**src/hw/rtl/pic_pkg.sv**
```systemverilog
// Shared types and codes for the point-in-circles classifier.
// Depends on nothing; used by pic_cell and the top level.
`default_nettype none

package pic_pkg;

  localparam int RADIUS_W = 19;
  localparam int COUNT_W  = 7;
  localparam int REGION_W = 2;
  localparam int SLOT_W   = 6;
  localparam int CFG_IDX_W = 2;

  localparam logic OP_LOAD  = 1'b0;
  localparam logic OP_QUERY = 1'b1;

  localparam logic [REGION_W-1:0] REGION_FLUID = 2'd0;
  localparam logic [REGION_W-1:0] REGION_WALL  = 2'd1;
  localparam logic [REGION_W-1:0] REGION_DEEP  = 2'd2;

  localparam logic [CFG_IDX_W-1:0] CFG_COUNT   = 2'd0;
  localparam logic [CFG_IDX_W-1:0] CFG_SUPPORT = 2'd1;

  typedef struct packed {
    logic                valid;
    logic [REGION_W-1:0] region;
  } tok_t;

endpackage

`default_nettype wire

```
**src/hw/rtl/pic_cell.sv**
```systemverilog
// One cell of the classifier chain: holds one circle and tests a passing point.
// Two pipeline stages per cell. Depends on pic_pkg.
`default_nettype none

module pic_cell #(
  parameter int COORD_BITS = 20
) (
  input  wire                                  clk,
  input  wire                                  rst_n,
  input  wire                                  adv,
  input  wire                                  active,
  input  wire                                  wr_en,
  input  wire logic signed [COORD_BITS-1:0]    wr_x,
  input  wire logic signed [COORD_BITS-1:0]    wr_y,
  input  wire logic [pic_pkg::RADIUS_W-1:0]    wr_r,
  input  wire logic [pic_pkg::RADIUS_W-1:0]    support,
  input  wire pic_pkg::tok_t                   tok_i,
  input  wire logic signed [COORD_BITS-1:0]    px_i,
  input  wire logic signed [COORD_BITS-1:0]    py_i,
  output pic_pkg::tok_t                        tok_o,
  output logic signed [COORD_BITS-1:0]         px_o,
  output logic signed [COORD_BITS-1:0]         py_o
);
  import pic_pkg::*;

  localparam int DW    = COORD_BITS + 1;
  localparam int CMP_W = (DW > RADIUS_W) ? DW : RADIUS_W;
  localparam int SQ_W  = 2 * RADIUS_W;
  localparam int SUM_W = SQ_W + 1;

  logic signed [COORD_BITS-1:0] cx_r, cy_r;
  logic [RADIUS_W-1:0]          r_r;
  logic [SQ_W-1:0]              r_sq_r, inner_sq_r;
  logic                         deep_ok_r;

  logic signed [DW-1:0] dx, dy;
  logic [DW-1:0]        ax, ay;
  logic [CMP_W-1:0]     ax_w, ay_w, r_w;
  logic [RADIUS_W-1:0]  ax_n, ay_n, inner;
  logic                 inbox;

  tok_t                         a_tok_r;
  logic signed [COORD_BITS-1:0] a_px_r, a_py_r;
  logic                         a_inbox_r;
  logic [SQ_W-1:0]              a_sqx_r, a_sqy_r;

  logic [SUM_W-1:0]    dsq;
  logic [REGION_W-1:0] region_nxt;
  tok_t                tok_r;
  logic signed [COORD_BITS-1:0] px_r, py_r;

  always_ff @(posedge clk) begin
    if (wr_en) begin
      cx_r <= wr_x;
      cy_r <= wr_y;
      r_r  <= wr_r;
    end
  end

  assign inner = r_r - support;

  always_ff @(posedge clk) begin
    r_sq_r     <= SQ_W'(r_r) * SQ_W'(r_r);
    inner_sq_r <= SQ_W'(inner) * SQ_W'(inner);
    deep_ok_r  <= (r_r > support);
  end

  always_comb begin
    dx    = DW'(px_i) - DW'(cx_r);
    dy    = DW'(py_i) - DW'(cy_r);
    ax    = dx[DW-1] ? $unsigned(-dx) : $unsigned(dx);
    ay    = dy[DW-1] ? $unsigned(-dy) : $unsigned(dy);
    ax_w  = CMP_W'(ax);
    ay_w  = CMP_W'(ay);
    r_w   = CMP_W'(r_r);
    inbox = (ax_w <= r_w) && (ay_w <= r_w);
    ax_n  = ax_w[RADIUS_W-1:0];
    ay_n  = ay_w[RADIUS_W-1:0];
  end

  always_ff @(posedge clk) begin
    if (!rst_n) begin
      a_tok_r <= '0;
    end else if (adv) begin
      a_tok_r <= tok_i;
    end
  end

  always_ff @(posedge clk) begin
    if (adv) begin
      a_px_r    <= px_i;
      a_py_r    <= py_i;
      a_inbox_r <= inbox;
      a_sqx_r   <= SQ_W'(ax_n) * SQ_W'(ax_n);
      a_sqy_r   <= SQ_W'(ay_n) * SQ_W'(ay_n);
    end
  end

  always_comb begin
    dsq        = SUM_W'(a_sqx_r) + SUM_W'(a_sqy_r);
    region_nxt = a_tok_r.region;
    if (a_tok_r.region == REGION_FLUID && active && a_inbox_r) begin
      if (deep_ok_r && dsq < SUM_W'(inner_sq_r)) begin
        region_nxt = REGION_DEEP;
      end else if (dsq <= SUM_W'(r_sq_r)) begin
        region_nxt = REGION_WALL;
      end
    end
  end

  always_ff @(posedge clk) begin
    if (!rst_n) begin
      tok_r <= '0;
    end else if (adv) begin
      tok_r.valid  <= a_tok_r.valid;
      tok_r.region <= region_nxt;
    end
  end

  always_ff @(posedge clk) begin
    if (adv) begin
      px_r <= a_px_r;
      py_r <= a_py_r;
    end
  end

  assign tok_o = tok_r;
  assign px_o  = px_r;
  assign py_o  = py_r;

endmodule

`default_nettype wire

```
**config.mk**
```make
export PLATFORM = sky130hd
export DESIGN_NAME = pic_cell
export DESIGN_NICKNAME = d
export VERILOG_FILES = /design/src/hw/rtl/pic_pkg.sv /design/src/hw/rtl/pic_cell.sv
export SDC_FILE = /design/constraint.sdc
export NUM_CORES = 2
export LEC_CHECK = 0
export BUFFER_PORTS_ARGS = -buffer_cell sky130_fd_sc_hd__buf_4
export CAP_MARGIN = 10
export CORE_UTILIZATION = 62
export CTS_CLUSTER_DIAMETER = 50
export DETAILED_ROUTE_END_ITERATION = 8
export PLACE_DENSITY = 0.84
export SKIP_CTS_REPAIR_TIMING = 1
export SYNTH_ARGS = -nofsm -noshare
export SYNTH_HDL_FRONTEND = slang
export SYNTH_SLANG_ARGS = --single-unit
```
**constraint.sdc**
```tcl
create_clock -name clk -period 21.4 [get_ports clk]
set_clock_uncertainty 0.1 [all_clocks]
set_input_delay 6.42 -clock clk [delete_from_list [all_inputs] [get_ports clk]]
set_output_delay 6.42 -clock clk [all_outputs]
set_load 0.01 [all_outputs]
```
==> flow_metrics.env <==
export IMPL_io_pins=169
export IMPL_grt_overflow_total=0
export IMPL_grt_pass1_vias=44900
export IMPL_end_kind="flop"
export IMPL_ys_seq_area_share_pct=14.4
export IMPL_route_final_wire_length_mm=138
export IMPL_synth_seq_cells=295
export IMPL_arrival_ns=17.31
export IMPL_synth_warning_count=0
export IMPL_crit_top_cell="inv_1"
export IMPL_crit_required_ns=21.63
export IMPL_dpl_hpwl_mm=115
export IMPL_synth_cell_types=91
export IMPL_cts_htree_levels=2
export IMPL_cp_top_family="compound AO/OA/AOI/OAI gates"
export IMPL_antenna_found_initial=2
export IMPL_fin_tns_setup_ns=0
export IMPL_clkLatencyLatePin_ns=0.62
export IMPL_relSlewSlack_pct=25.0
export IMPL_max_freq_ghz=0.0585
export IMPL_globalRouteMet3Util_pct=5.57
export IMPL_critPathMaxStageDelay_ns=0.91
export IMPL_worst_hold_path_type="flop to flop"
export IMPL_cts_sinks=295
export IMPL_place_congestion=0.972
export IMPL_clk_pin_slew_worst_paths_ns=0.06
export IMPL_fp_coreArea_um2=88800
export IMPL_dr_pass1_iters=6
export IMPL_status="completed"
export IMPL_drtIter0Drc=3186
export IMPL_start_util_pct=63.0
export IMPL_grt_pass1_wl_mm=226
export IMPL_grt_busiest_layer="met2"
export IMPL_io_buffers=168
export IMPL_slew_viol_final=0
export IMPL_min_period_ns=17.08
export IMPL_cts_tree="yes"
export IMPL_use_met2_pct=54.2
export IMPL_multi_input_area_um2=41400
export IMPL_synth_edf_count=214
export IMPL_die_h_um=302
export IMPL_syn_to_final_growth_pct=7.45
export IMPL_crit_path_start_kind="primary input"
export IMPL_use_met1_pct=38.6
export IMPL_viasPerCell=5.70
export IMPL_finalSetupViolCount=0
export IMPL_die_x_um=302
export IMPL_dr_total_vias=41700
export IMPL_layout_nets=7930
export IMPL_grt_max_degree=89
export IMPL_cts_buffers_inserted=42
export IMPL_die_area_um2=91400
export IMPL_crit_fanout=13
export IMPL_async_flop_share_pct=0
export IMPL_max_slew_worst_pin_slew_ns=1.12
export IMPL_finalHoldViolCount=0
export IMPL_syn_instance_count=5964
export IMPL_criticalPathCategory="primary input to flop"
export IMPL_diodes=0
export IMPL_wl_per_cell_um=18.9
export IMPL_avgSynthCellArea_um2=9.37
export IMPL_drc=0
export IMPL_netlist_area_um2=55900
export IMPL_maxCapViolCount=0
export IMPL_cts_root_buf="clkbuf_16"
export IMPL_rows=109
export IMPL_grtUsageTotal_pct=31.7
export IMPL_drive_gt1_share_pct=6.08
export IMPL_critPathBufInv=10
export IMPL_synthFlopType="edfxtp_1"
export IMPL_cpMaxStageDelayCell="a31oi_1"
export IMPL_final_antenna_net_count=0
export IMPL_fin_crit_sh_pct=79.8
export IMPL_syn_num_nets=7772
export IMPL_seqCellArea_um2=8050
export IMPL_clockBufferDepth=3
export IMPL_nFillCells=6659
export IMPL_rsz0062_at_grt="no"
## worst paths after layout
check | start | to | slack, ns | depth (start not counted)
worst max-delay path | px_i[0] | a_sqx_r[36] | 4.32 | 40
worst min-delay path | a_px_r[12] | px_o[12] | 0.32 | 0
worst max register to register | cx_r[0] | a_sqx_r[36] | 9.89 | 38
worst min register to register | a_px_r[12] | px_o[12] | 0.32 | 0
## cell usage after synthesis, types with 36 or more instances
cell         n  area share, %
inv_1     1551             10
xnor2_1    185            2.9
nor3_1      48           0.43
edfxtp_1   214             11
clkbuf_1    80           0.54
nor2_1     560            3.8
dfxtp_1     81            2.9
o21ai_0    108           0.97
xor2_1      79            1.2
nand2_1    418            2.8
nand3_1     39           0.35
fa_1       997             36
a21oi_1    215            1.9
ha_1       685             15
a21o_1     128            1.7
nand4_1     36           0.40
nand2b_1    38           0.43
## sequential cells by signal, summed over array words and instances (netlist names), 19 cells and up
register    cells
cx_r           20
px_o           20
r_sq_r         37
r_r            19
a_py_r         20
cy_r           20
a_sqx_r        37
inner_sq_r     37
a_px_r         20
a_sqy_r        37
py_o           20
## cells in the final DEF, fill, tap and decap left out, drive strengths merged, types with 35 or more instances in the layout
cell,netlist,routed
a21oi,215,215
ha,685,685
nand4,36,36
inv,1575,1589
dfxtp,81,81
nand2,420,420
xor2,82,82
nor3,48,48
nor2,562,562
nand2b,38,38
xnor2,189,189
buf,33,227
a21o,128,128
o21a,35,35
edfxtp,214,214
fa,997,997
clkbuf,80,51
o21ai,115,115
nand3,40,40
## layer usage
layer | share of wire, % | vias to the layer above | wire, um
met3 | 7.9 | 483 | 10900
li1 | - | 18800 | -
met4 | 5.7 | 4 | 7890
met2 | 49 | 1783 | 67800
met5 | 0.018 | - | 25
met1 | 37 | 20600 | 51700
## metrics by stage
| stage | worst slack, ns | area, um^2 | hold WS [ns] | utilization (%) | instances |
|---|---|---|---|---|---|
| 2_1_floorplan | 6.03 | 55900 | 0.300 | - | 5964 |
| 3_3_place_gp | 4.33 | 58600 | 0.301 | 66.0 | 7243 |
| 3_5_place_dp | 3.99 | 58600 | 0.305 | 66.0 | 7243 |
| 4_1_cts | 4.59 | 60100 | 0.319 | 67.6 | 7321 |
| 5_1_grt | 3.69 | 60100 | 0.329 | 67.6 | 7321 |
| 6_report | 4.32 | 60100 | 0.317 | 67.6 | 7321 |
## logic make-up after synthesis
kind of cell               synth area share [%]
xor gates and xnor gates                   4.42
adders and majority gates                  51.0
AOI/OAI and AO/OA                          8.41
buffers and inverters                      11.5
DFF                                        14.4
and+or+nand+nor                            9.96
muxes                                     0.222
## cell type report
cell class / instances / share of cell area (%)
multi-input cells: 3963 / 69.0
flip-flops and latches: 295 / 13.4
inverters: 1593 / 9.96
repair buffers: 227 / 2.84
well taps: 1165 / 2.43
clock buffers: 51 / 1.86
clock inverters: 27 / 0.558
Power is not shown: default switching activity piles up to over one toggle a cycle in this logic, so the estimate is an artifact.
